<file path="src/sse_pkg.sv">
// Shared types and constants of the subset-sum enumerator.
package sse_pkg;

  localparam int TARGET_W = 20;
  localparam int COUNT_W  = 5;
  localparam int INDEX_W  = 4;
  localparam int VALUE_W  = 16;
  localparam int MASK_W   = 16;
  localparam int SUM_W    = 21;
  localparam int CFG_W    = 20;
  localparam int REG_IDX_W = 1;

  localparam logic [REG_IDX_W-1:0] REG_TARGET = 1'b0;
  localparam logic [REG_IDX_W-1:0] REG_COUNT  = 1'b1;

  localparam logic KIND_LOAD = 1'b0;
  localparam logic KIND_NEXT = 1'b1;

  typedef enum logic [0:0] {
    ALU_ADD = 1'b0,
    ALU_SUB = 1'b1
  } alu_op_t;

  typedef struct packed {
    logic             fits;
    logic             hit;
    logic [SUM_W-1:0] value;
  } alu_res_t;

  typedef enum logic [5:0] {
    ST_IDLE   = 6'b000001,
    ST_CHECK  = 6'b000010,
    ST_TEST   = 6'b000100,
    ST_SCAN   = 6'b001000,
    ST_DROP   = 6'b010000,
    ST_RESULT = 6'b100000
  } state_t;

endpackage

</file>
<file path="src/sse_ram.sv">
// Generic single-write, single-read RAM with registered read data.
module sse_ram #(
  parameter int WIDTH = 16,
  parameter int DEPTH = 16
) (
  input  logic                                   clk,
  input  logic                                   we,
  input  logic [(DEPTH > 1 ? $clog2(DEPTH) : 1)-1:0] waddr,
  input  logic [WIDTH-1:0]                       wdata,
  input  logic [(DEPTH > 1 ? $clog2(DEPTH) : 1)-1:0] raddr,
  output logic [WIDTH-1:0]                       rdata
);

  logic [WIDTH-1:0] mem [DEPTH];

  always_ff @(posedge clk) begin
    if (we) begin
      mem[waddr] <= wdata;
    end
    rdata <= mem[raddr];
  end

endmodule

</file>
<file path="src/sse_alu.sv">
// Shared add/subtract and compare unit for the running sum.
module sse_alu
  import sse_pkg::*;
(
  input  alu_op_t             op,
  input  logic [SUM_W-1:0]    sum,
  input  logic [VALUE_W-1:0]  elem,
  input  logic [TARGET_W-1:0] target,
  output alu_res_t            res
);

  logic [SUM_W-1:0] operand;
  logic [SUM_W-1:0] value;

  // One adder serves both directions: subtraction adds the inverted operand plus one.
  assign operand = (op == ALU_SUB) ? ~SUM_W'(elem) : SUM_W'(elem);
  assign value   = sum + operand + SUM_W'(op == ALU_SUB);

  assign res.value = value;
  assign res.fits  = (value <= SUM_W'(target));
  assign res.hit   = (value == SUM_W'(target));

endmodule

</file>
<file path="src/subset_sum_enumerator_unit.sv">
// Top level of the subset-sum enumerator: sequencer, search state and result register.
//
// Usage: a request on the in_ channel is either a load (in_tuser = 0), which
// writes elem_value into the element store at elem_index and restarts the
// search, or a next request (in_tuser = 1), which resumes the depth-first
// backtracking search and produces exactly one result on the out_ channel.
// A load produces no result. The result carries the include mask of the next
// subset whose sum equals target_total (found = 1), or found = 0 and
// search_done = 1 once the whole tree has been walked.
// Registers target_total (index 0) and element_count (index 1) are written
// through cfg_we/cfg_index/cfg_wdata; each write also restarts the search.
// Throughput: one request at a time. A next request walks the search in steps:
// each tried inclusion reads the store and then adds and compares, and
// backtracking examines positions one by one, drops elements and passes the
// last element, with entry and result hand-off around the walk. The speed is
// set by the single store read port and the single shared adder, used once
// per search step. A finished result sits in the output register; the next
// request is already accepted while it waits. If out_tready stays low, the
// following result is held inside until the register frees up, and no new
// request is taken. Reset clears the registers, the search state and the
// output valid; the store contents stay undefined until loaded.
module subset_sum_enumerator_unit
  import sse_pkg::*;
#(
  parameter int MAX_ELEMENTS = 16
) (
  input  logic                 clk,
  input  logic                 rst_n,
  // Request channel.
  input  logic                 in_tvalid,
  output logic                 in_tready,
  input  logic [23:0]          in_tdata,   // [3:0] elem_index, [19:4] elem_value, rest zero
  input  logic [0:0]           in_tuser,   // [0] kind
  // Result channel.
  output logic                 out_tvalid,
  input  logic                 out_tready,
  output logic [15:0]          out_tdata,  // [15:0] subset_mask
  output logic [1:0]           out_tuser,  // [0] found, [1] search_done
  // Configuration write port.
  input  logic                 cfg_we,
  input  logic [REG_IDX_W-1:0] cfg_index,
  input  logic [CFG_W-1:0]     cfg_wdata
);

  localparam int IW = (MAX_ELEMENTS > 1) ? $clog2(MAX_ELEMENTS) : 1;
  localparam int CW = $clog2(MAX_ELEMENTS + 1);

  state_t                  state_r, state_nxt;
  logic [TARGET_W-1:0]     target_r, target_nxt;
  logic [COUNT_W-1:0]      count_r, count_nxt;
  logic [MAX_ELEMENTS-1:0] flags_r, flags_nxt;
  logic [CW-1:0]           pos_r, pos_nxt;
  logic [SUM_W-1:0]        sum_r, sum_nxt;
  logic                    finished_r, finished_nxt;
  logic [IW-1:0]           k_r, k_nxt;
  logic                    res_found_r, res_found_nxt;
  logic                    out_valid_r, out_valid_nxt;
  logic [MASK_W-1:0]       out_mask_r, out_mask_nxt;
  logic                    out_found_r, out_found_nxt;
  logic                    out_done_r, out_done_nxt;

  logic [CW-1:0]      active_n;
  logic               in_fire;
  logic               in_kind;
  logic [INDEX_W-1:0] in_idx;
  logic [VALUE_W-1:0] in_value;
  logic               store_we;
  logic [IW-1:0]      store_raddr;
  logic [VALUE_W-1:0] store_rdata;
  alu_op_t            alu_op;
  alu_res_t           alu_res;

  assign in_kind  = in_tuser[0];
  assign in_idx   = in_tdata[INDEX_W-1:0];
  assign in_value = in_tdata[INDEX_W+VALUE_W-1:INDEX_W];

  assign in_tready = (state_r == ST_IDLE);
  assign in_fire   = in_tvalid && in_tready;

  // Number of elements searched: the count register saturated at the store size.
  assign active_n = (32'(count_r) > MAX_ELEMENTS) ? CW'(MAX_ELEMENTS) : CW'(count_r);

  // Loads beyond the store are dropped but still restart the search.
  assign store_we = in_fire && (in_kind == KIND_LOAD) && (32'(in_idx) < MAX_ELEMENTS);

  // The store is read at the current position when testing an inclusion,
  // and at the backtrack pointer otherwise.
  assign store_raddr = (state_r == ST_CHECK) ? pos_r[IW-1:0] : k_r;

  sse_ram #(
    .WIDTH (VALUE_W),
    .DEPTH (MAX_ELEMENTS)
  ) u_store (
    .clk   (clk),
    .we    (store_we),
    .waddr (IW'(in_idx)),
    .wdata (in_value),
    .raddr (store_raddr),
    .rdata (store_rdata)
  );

  assign alu_op = (state_r == ST_DROP) ? ALU_SUB : ALU_ADD;

  sse_alu u_alu (
    .op     (alu_op),
    .sum    (sum_r),
    .elem   (store_rdata),
    .target (target_r),
    .res    (alu_res)
  );

  always_comb begin
    state_nxt     = state_r;
    target_nxt    = target_r;
    count_nxt     = count_r;
    flags_nxt     = flags_r;
    pos_nxt       = pos_r;
    sum_nxt       = sum_r;
    finished_nxt  = finished_r;
    k_nxt         = k_r;
    res_found_nxt = res_found_r;
    out_valid_nxt = out_valid_r;
    out_mask_nxt  = out_mask_r;
    out_found_nxt = out_found_r;
    out_done_nxt  = out_done_r;

    if (out_valid_r && out_tready) begin
      out_valid_nxt = 1'b0;
    end

    // Register writes must arrive only while idle; the block itself does not enforce it. Each one restarts the search.
    if (cfg_we) begin
      case (cfg_index)
        REG_TARGET: target_nxt = cfg_wdata[TARGET_W-1:0];
        REG_COUNT:  count_nxt  = cfg_wdata[COUNT_W-1:0];
        default:    target_nxt = target_r;
      endcase
      flags_nxt    = '0;
      pos_nxt      = '0;
      sum_nxt      = '0;
      finished_nxt = 1'b0;
    end

    case (state_r)
      ST_IDLE: begin
        if (in_fire) begin
          if (in_kind == KIND_LOAD) begin
            flags_nxt    = '0;
            pos_nxt      = '0;
            sum_nxt      = '0;
            finished_nxt = 1'b0;
          end else if (finished_r) begin
            res_found_nxt = 1'b0;
            state_nxt     = ST_RESULT;
          end else begin
            state_nxt = ST_CHECK;
          end
        end
      end
      ST_CHECK: begin
        if (pos_r < active_n) begin
          state_nxt = ST_TEST;
        end else if (active_n == '0) begin
          finished_nxt  = 1'b1;
          res_found_nxt = 1'b0;
          state_nxt     = ST_RESULT;
        end else begin
          // Past the last element: backtracking starts at the last element.
          k_nxt     = IW'(active_n - CW'(1));
          state_nxt = ST_SCAN;
        end
      end
      ST_TEST: begin
        if (alu_res.fits) begin
          flags_nxt[pos_r[IW-1:0]] = 1'b1;
          sum_nxt                  = alu_res.value;
          pos_nxt                  = pos_r + CW'(1);
          if (alu_res.hit) begin
            res_found_nxt = 1'b1;
            state_nxt     = ST_RESULT;
          end else begin
            state_nxt = ST_CHECK;
          end
        end else begin
          k_nxt     = pos_r[IW-1:0];
          state_nxt = ST_SCAN;
        end
      end
      ST_SCAN: begin
        // Walk down one position a cycle to the highest included element.
        if (flags_r[k_r]) begin
          state_nxt = ST_DROP;
        end else if (k_r == '0) begin
          finished_nxt  = 1'b1;
          res_found_nxt = 1'b0;
          state_nxt     = ST_RESULT;
        end else begin
          k_nxt = k_r - IW'(1);
        end
      end
      ST_DROP: begin
        flags_nxt[k_r] = 1'b0;
        sum_nxt        = alu_res.value;
        pos_nxt        = CW'(k_r) + CW'(1);
        state_nxt      = ST_CHECK;
      end
      ST_RESULT: begin
        if (!out_valid_r || out_tready) begin
          out_valid_nxt = 1'b1;
          out_mask_nxt  = res_found_r ? MASK_W'(flags_r) : '0;
          out_found_nxt = res_found_r;
          out_done_nxt  = !res_found_r;
          state_nxt     = ST_IDLE;
        end
      end
      default: begin
        state_nxt = ST_IDLE;
      end
    endcase
  end

  always_ff @(posedge clk) begin
    if (!rst_n) begin
      state_r     <= ST_IDLE;
      target_r    <= '0;
      count_r     <= '0;
      flags_r     <= '0;
      pos_r       <= '0;
      sum_r       <= '0;
      finished_r  <= 1'b0;
      k_r         <= '0;
      res_found_r <= 1'b0;
      out_valid_r <= 1'b0;
    end else begin
      state_r     <= state_nxt;
      target_r    <= target_nxt;
      count_r     <= count_nxt;
      flags_r     <= flags_nxt;
      pos_r       <= pos_nxt;
      sum_r       <= sum_nxt;
      finished_r  <= finished_nxt;
      k_r         <= k_nxt;
      res_found_r <= res_found_nxt;
      out_valid_r <= out_valid_nxt;
    end
  end

  always_ff @(posedge clk) begin
    out_mask_r  <= out_mask_nxt;
    out_found_r <= out_found_nxt;
    out_done_r  <= out_done_nxt;
  end

  assign out_tvalid = out_valid_r;
  assign out_tdata  = out_mask_r;
  assign out_tuser  = {out_done_r, out_found_r};

  // A result is either a match or the end of the search, never both or neither.
  a_result_kind: assert property (@(posedge clk) disable iff (!rst_n)
    out_tvalid |-> (out_tuser[0] != out_tuser[1]))
    else $error("result is neither a single match nor a single done");

  // Only elements that keep the sum within the target are ever included.
  a_sum_bound: assert property (@(posedge clk) disable iff (!rst_n)
    sum_r <= SUM_W'(target_r))
    else $error("running sum exceeds target");

  // The search position never runs past the active element count.
  a_pos_bound: assert property (@(posedge clk) disable iff (!rst_n)
    pos_r <= active_n)
    else $error("search position beyond active elements");

  // A finished search has dropped every included element.
  a_done_empty: assert property (@(posedge clk) disable iff (!rst_n)
    finished_r |-> (flags_r == '0))
    else $error("finished search still holds included elements");

endmodule

</file>
<file path="config.mk">
export PLATFORM = sky130hd
export DESIGN_NAME = subset_sum_enumerator_unit
export DESIGN_NICKNAME = d
export VERILOG_FILES = /design/src/sse_pkg.sv /design/src/sse_ram.sv /design/src/sse_alu.sv /design/src/subset_sum_enumerator_unit.sv
export SDC_FILE = /design/constraint.sdc
export NUM_CORES = 1
export LEC_CHECK = 0
export ABC_AREA = 0
export ABC_CLOCK_PERIOD_IN_PS = 6700
export BUFFER_PORTS_ARGS = -buffer_cell sky130_fd_sc_hd__buf_2
export CAP_MARGIN = 20
export CORE_MARGIN = 2
export CORE_UTILIZATION = 25
export CTS_CLUSTER_DIAMETER = 120
export CTS_CLUSTER_SIZE = 16
export DETAILED_ROUTE_END_ITERATION = 12
export PLACE_DENSITY = 0.42
export SETUP_SLACK_MARGIN = 0.4
export SKIP_LAST_GASP = 1
export SLEW_MARGIN = 20
export SYNTH_ARGS = -nofsm -noshare
export SYNTH_HDL_FRONTEND = slang
export SYNTH_SLANG_ARGS = --single-unit
</file>
<file path="constraint.sdc">
create_clock -name clk -period 6.7 [get_ports clk]
set_input_delay 0.335 -clock clk [delete_from_list [all_inputs] [get_ports clk]]
set_output_delay 0.335 -clock clk [all_outputs]
set_load 0.005 [all_outputs]
</file>
# --- Yosys cells after proc, flatten, opt, wreduce, memory -nomap -nowiden ---
# Memory sizes are Yosys's and may differ from the RTL's. A register that Yosys moved wholly into a read port is not among the register bits.
# Index checks and enable logic that the tools add are counted.
# W data, S select, Z words.
word_totals:
  ff_bits: 98
  mem_count: 1
  ramBits: 256
  in_bits: 51
  output_inout_bits: 20
  wordCells: 137
mem_list:
  columns: ["name", "words", "width", "rd", "rd_ports_with_merged_regs", "write_ports", "line_no", "text"]
  rows:
  - ["u_store.mem", 16, 16, 1, 1, 1, "sse_ram.sv:14", "logic [WIDTH-1:0] mem [DEPTH];"]
classes:
  n_lt_le_gt_ge: 7
  reduce_logical: 18
  addsub: 6
  muxes: 65
  eq_ne: 21
  bitwise_logic: 6
ops:
  columns: ["cell", "n"]
  rows:
  - ["$mux W21", 5]
  - ["$mux W16", 4]
  - ["$pmux W21 S3", 1]
  - ["$mux W6", 10]
  - ["$pmux W16 S3", 1]
  - ["$pmux W6 S6", 1]
  - ["$mux W1", 25]
  - ["$mux W5", 5]
  - ["$mux W4", 6]
  - ["$add A21 B1 Y21", 1]
  - ["$add A21 B21 Y21", 1]
  - ["$eq A21 B20 Y1", 1]
  - ["$le A21 B20 Y1", 1]
  - ["$not A16 Y21", 1]
  - ["$ne A2 B2 Y1 const B", 9]
  - ["$and A16 B16 Y16", 1]
  - ["$not A16 Y16", 1]
  - ["$or A16 B16 Y16", 1]
  - ["$pmux W5 S3", 1]
  - ["$pmux W4 S3", 1]
  - ["$lt A4 B5 Y1 const B", 2]
  - ["$reduce_and A10 Y1", 1]
  - ["$demux W1 S4", 2]
  - ["$ge A4 B1 Y1 const B", 2]
  - ["27 further kinds", 39]

# --- Longest topological paths before layout ---
depth:
  word_depth: 9
  depth_mapped: 25
  mapped_depth_nobuf: 21

# --- Cells and area by module ---
# From an unflattened synthesis, not the netlist that was laid out.
hier_totals:
  cells_unflattened: 1174
  area_unflattened_um2: 16372.0
by_module_without_submodules:
  columns: ["mod", "n_inst", "seq_area_each_um2", "area_per_inst_um2", "cells_each"]
  rows:
  - ["sse_ram", 1, 8007.7, 10042.1, 432]
  - ["subset_sum_enumerator_unit", 1, 2142.1, 4601.9, 508]
  - ["sse_alu", 1, 0.0, 1727.9, 234]

# --- Worst setup path after synthesis ---
# No wires, ideal clock.
synth_path:
  path_type: "reg-to-reg"
  from: "register state_r[5]"
  to: "register sum_r[19]"
  required_ns: 6.583
  n_path_buf: 4
  path_slack_ns: 0.797
  setup_ns: 0.117
  synth_period_minus_slack_ns: 5.903
  stages_incl_launch_ff: 24
  arrival_time_ns: 5.786
  path_cell_list: "dfxtp_1 > or4_4 > or2_1 > clkbuf_1 > clkbuf_1 > xnor2_1 > ha_1 > and3_1 > a221o_1 > a41oi_1 > a21oi_1 > a311oi_1 > xnor2_1 > ha_1 > nand4_1 > nor2_1 > a211o_1 > a221oi_1 > o21ai_0 > a221o_2 > and2_4 > buf_6 > buf_6 > a22o_1"
synth_via:
  elab_chain_cells: 8
  word_cells_on_any_way: 12
  classes_between: "add/sub: 2; order compare: 1; eq/ne: 3; mux: 5; reduce/logical: 1"
synth_rtl:
  columns: ["item", "line_no", "text"]
  rows:
  - ["from (decl)", "subset_sum_enumerator_unit.sv:48", "state_t state_r, state_nxt;"]
  - ["from (signal assigned)", "subset_sum_enumerator_unit.sv:235", "state_r <= state_nxt;"]
  - ["$eq A6 B5 Y1", "subset_sum_enumerator_unit.sv:102, subset_sum_enumerator_unit.sv:144", null]
  - ["$mux W1", "subset_sum_enumerator_unit.sv:102", "assign alu_op = (state_r == ST_DROP) ? ALU_SUB : ALU_ADD;"]
  - ["$mux W21", "sse_alu.sv:16", "assign operand = (op == ALU_SUB) ? ~SUM_W'(elem) : SUM_W'(elem);"]
  - ["$add A21 B21 Y21", "sse_alu.sv:17", "assign value = sum + operand + SUM_W'(op == ALU_SUB);"]
  - ["$add A21 B1 Y21", "sse_alu.sv:17", null]
  - ["$le A21 B20 Y1", "sse_alu.sv:20", "assign res.fits = (value <= SUM_W'(target));"]
  - ["$mux W21", "subset_sum_enumerator_unit.sv:174", "if (alu_res.fits) begin"]
  - ["$pmux W21 S3 (*)", "subset_sum_enumerator_unit.sv:144", "case (state_r)"]
  - ["to (signal assigned)", "subset_sum_enumerator_unit.sv:240", "sum_r <= sum_nxt;"]
  - ["to (decl)", "subset_sum_enumerator_unit.sv:53", "logic [SUM_W-1:0] sum_r, sum_nxt;"]
# Every way passes the cells marked *; elsewhere a longest branch is shown, timed or not.
# A chain may end at the register's enable or synchronous reset.

# --- Final worst setup path ---
layout_path:
  from: "register state_r[5]"
  to: "register sum_r[12]"
# Same word-level chain as after synthesis.

==> reports/summary.md <==
The share of power burned in registers is 51.4%, and the buffer levels on the longest clock path is 3. The wire length per cell after detailed routing works out to 18.8 um. The routed design uses 1620 um of met3 wire. In the synthesized netlist the async set-or-reset flop fraction comes to 0%. The quantity of I/O buffers inserted on ports works out to 66.

Measured along the y axis, the die boundary spans 261 um. Cell at the root of the clock tree: clkbuf_16. The tools report the switching power summed over all nets as 1.40 mW.

When the netlist entered floorplanning its net count stood at 1326. The routed design uses 19600 um of met2 wire. TritonCTS built the clock tree. The total global routing overflow was 0; the wire length of the first global-routing pass was 63300 um. Dividing the detail-routed via count by the number of cells gives 4.59. For the worst setup path, the data arrival time is 6.26 ns. For the final routed database, the setup TNS stands at 0 ns. Setup violations remaining at the end of the flow were counted as 0. Combinational cells account for 18.0% of the total power. The most common cell in the synthesized netlist is edfxtp_1. Counting the fill cells in the layout gives 6607.

The number of antenna cells inserted was 0; the portion of synthesized cell area occupied by the leading cell type was 49.9%. The post-CTS setup-driven buffer insertion count came out at 0. Data on the critical path is required at its endpoint by 7.18 ns. The tool flagged a number of max-cap violations equal to 0. The number of global-route vias before repair came out at 10200.

In the final layout, the share of cells above drive strength 1 is 19.6%. In the post-synthesis netlist, the biggest area contributors are edfxtp_1, dfxtp_1, mux4_2, ha_1, a21oi_1. The slowest stage of the critical path belongs to the cell or4_4. The congestion estimate from routability-driven global placement came to 0.801. Summing the sequential cell areas from Yosys gives 61.6% of the chip area. The netlist uses 70 different library cells.

Dividing total power by cell area gives a power density of 263 nW/um2. The logs give 0 for the count of unresolved DRC violations after routing and 18100 um2 for the instance area after placement. edfxtp_1 takes more of the synthesized area than any other cell. Once detail routing completed, the nets flagged for antenna violations numbered 0.

The met1 layer wirelength in the final routing was 19100 um. The post-synth design cell area was 16500 um2. Row generation in the floorplan step produced 94 rows. STA classifies the critical path startpoint as a flop. For the largest clock skew in the final design, the log shows 0.0176 ns. Count of final max-slew check failures: 0. By count the netlist is led by edfxtp_1, nand2_1, dfxtp_1, a21oi_1, mux4_2. Summed over all layers, the routed wires come to 41100 um. CTS saw 370 sinks. The flow ran to the end, and the final reports show no timing, DRC or antenna violations. The initial core utilization came out at 25.2%. The transition time of the tightest slew-check pin was 0.988 ns. The run gives 5 as the number of antenna violations at the first check in global routing. Overall power consumption after layout is estimated at 5.01 mW. Before antenna repair, the detailed router went through 7 iterations. The fraction of power spent switching nets is 27.9%, and the number of warnings issued by yosys is 0. Top metal layer carrying routed signals: met5.

The critical path is of the reg2reg type. Across the VDD grid, the largest voltage drop is 0.251 mV. Clock-pin slew was measured on the worst setup and hold paths at 0.08 ns. Of all nets on the critical path, the largest fanout is 17. The detailed router placed 10100 vias in this run. Entering global routing, the biggest net connects 55 pins. Counting flops with a built-in enable in the synthesized netlist gives 274. The cell internal power dissipation is 3.61 mW, and the count of routing violations after the opening detailed-route iteration is 744. The power share of the clock group is 30.6%, and the hold violation total from the final report is 0.

Synthesis produced a netlist whose cell count is 1221. The flip-flop cell with the highest count after synthesis was edfxtp_1. The final critical path takes up 86.2% of the cycle. The final layout contains 1424 nets. For the finished layout, the period the worst path requires is 5.77 ns.

A synthesized cell averages 13.5 um2. Setup repair after global routing left no endpoint under its margin. The longest individual stage delay on the worst path was 0.57 ns.

Walking the worst path, the cells encountered are or4_4 > or2_4 > buf_4 > xnor2_1 > ha_1 > and3_1 > a221o_1 > a41oi_2 > a21oi_1 > a311oi_2 > xnor2_1 > ha_1 > nand4_1 > nor2_1 > a211o_1 > a221oi_1 > buf_4 > o21ai_0 > a221o_2 > and2_4 > a22o_1. The run gives 1 as the H-tree depth reported by CTS. Timing would allow up to 173 MHz. The floorplan step defined a die boundary enclosing 68000 um2. STA classifies the critical path endpoint as a flop. Global routing consumed, over all layers together, 12.2% of the routing resources. The number of synthesized register bits was 370; the post-synthesis to final-layout area growth was 15.7%.

71 I/O pins were placed. Buffers inserted during clock tree synthesis total 27. The logs give 27200 um for the HPWL after detailed placement and 33.8% for the remaining max-slew budget at the tightest pin. After routing the design area is 19100 um2. Path category of the worst min-delay check: in2reg. The tools report the clock latency at the later pin of the worst-skew pair as 0.59 ns.

The x dimension of the die is 261 um, and the core area is 65500 um2. For the leakage power total, the log shows 6.44 nW.
cells in the final DEF, fill, tap and decap left out, drive strengths merged, types with 13 or more instances in the layout:
cell type | synthesis | final
dlygate4sd3 | 0 | 20
clkbuf | 35 | 33
a21oi | 97 | 97
edfxtp | 274 | 274
a22o | 17 | 17
nor3 | 13 | 13
ha | 53 | 53
mux4 | 68 | 68
xnor2 | 34 | 34
nor2 | 54 | 54
inv | 37 | 39
nand3 | 36 | 36
nor2b | 24 | 24
and2 | 38 | 38
nand2b | 15 | 15
a211oi | 22 | 22
a31oi | 29 | 29
nand2 | 122 | 122
o21ai | 30 | 30
buf | 25 | 109
dfxtp | 96 | 96
power by group through the flow:
| stage | Clock (mW) | Combinational (mW) | Sequential [mW] |
|---|---|---|---|
| 2_1_floorplan | 0 | 0.606 | 2.61 |
| 3_5_place_dp | 0 | 0.899 | 2.63 |
| 5_1_grt | 1.70 | 1.01 | 2.59 |
| 3_3_place_gp | 0 | 0.892 | 2.63 |
| 4_1_cts | 1.61 | 0.911 | 2.58 |
| 6_report | 1.54 | 0.901 | 2.58 |
stage by stage:
| stage | instances | utilization [%] | setup slack [ns] | hold slack (ns) |
|---|---|---|---|---|
| 6_report | 2190 | 29.1 | 0.926 | 0.0776 |
| 3_5_place_dp | 2134 | 27.6 | 0.552 | 0.453 |
| 3_3_place_gp | 2133 | 27.5 | 0.611 | 0.447 |
| 5_1_grt | 2190 | 29.1 | 0.525 | 0.0668 |
| 4_1_cts | 2190 | 29.0 | 0.510 | 0.0353 |
| 2_1_floorplan | 1221 | - | 0.797 | 0.434 |
timing repair:
| action | 4_1_cts | 5_1_grt |
|---|---|---|
| hold buffers | 20 | 0 |
| hold endpoints to repair | 23 | 0 |
| resized for setup | 0 | 13 |
| setup endpoints to repair | 0 | 46 |
area by class of cell:
| type | instances | area [um2] | area share (%) |
|---|---|---|---|
| Timing Repair Buffer | 129 | 911 | 4.78 |
| Tap cell | 864 | 1080 | 5.67 |
| Sequential cell | 370 | 10100 | 53.2 |
| Clock buffer | 33 | 698 | 3.66 |
| Inverter | 38 | 143 | 0.748 |
| Multi-Input combinational cell | 753 | 6050 | 31.7 |
| Clock inverter | 3 | 37.5 | 0.197 |
path summary, 6_finish.rpt:
kind / start / endpoint / slack (ns) / cells past startpoint
worst max-delay path: state_r[5] / sum_r[12] / 0.93 / 21
worst min-delay path: cfg_index / count_r[3] / 0.08 / 3
worst max register to register: state_r[5] / sum_r[12] / 0.93 / 21
worst min register to register: target_r[13] / target_r[13] / 0.46 / 2
critical path: cells and delay by family, from the launching register on:
kind | cells | cell delay (ns)
buf+inv | 2 | 0.38
simple gates | 6 | 1.61
compound gates | 9 | 2.35
xor+xnor | 2 | 0.34
fa+ha+maj | 2 | 0.63
flops | 1 | 0.33
per-layer routing:
| layer | track usage [%] | vias to the layer above |
|---|---|---|
| li1 | - | 4822 |
| met1 | 16.6 | 4994 |
| met2 | 20.5 | 182 |
| met3 | 1.72 | 56 |
| met4 | 2.71 | 4 |
| met5 | 0 | - |
sequential cells by signal, indices dropped and copies added (netlist names):
name / cells
count_r: 5
finished_r: 1
flags_r: 16
k_r: 4
out_done_r: 1
out_found_r: 1
out_tdata: 16
out_tvalid: 1
pos_r: 5
res_found_r: 1
state_r: 6
sum_r: 21
target_r: 20
u_store.mem: 256
u_store.rdata: 16
logic make-up (layout without fill, tap and decap cells):
group	count (synthesis)	after routing	share of synthesized area, %
adders and majority gates	54	54	4.15
xor gates and xnor gates	37	37	1.97
AOI/OAI and AO/OA	241	241	9.39
DFF	370	370	61.6
muxes	76	76	9.80
and+or+nand+nor	345	345	10.4
buffers and inverters	98	203	2.67
(Power assumes the default switching activity.)
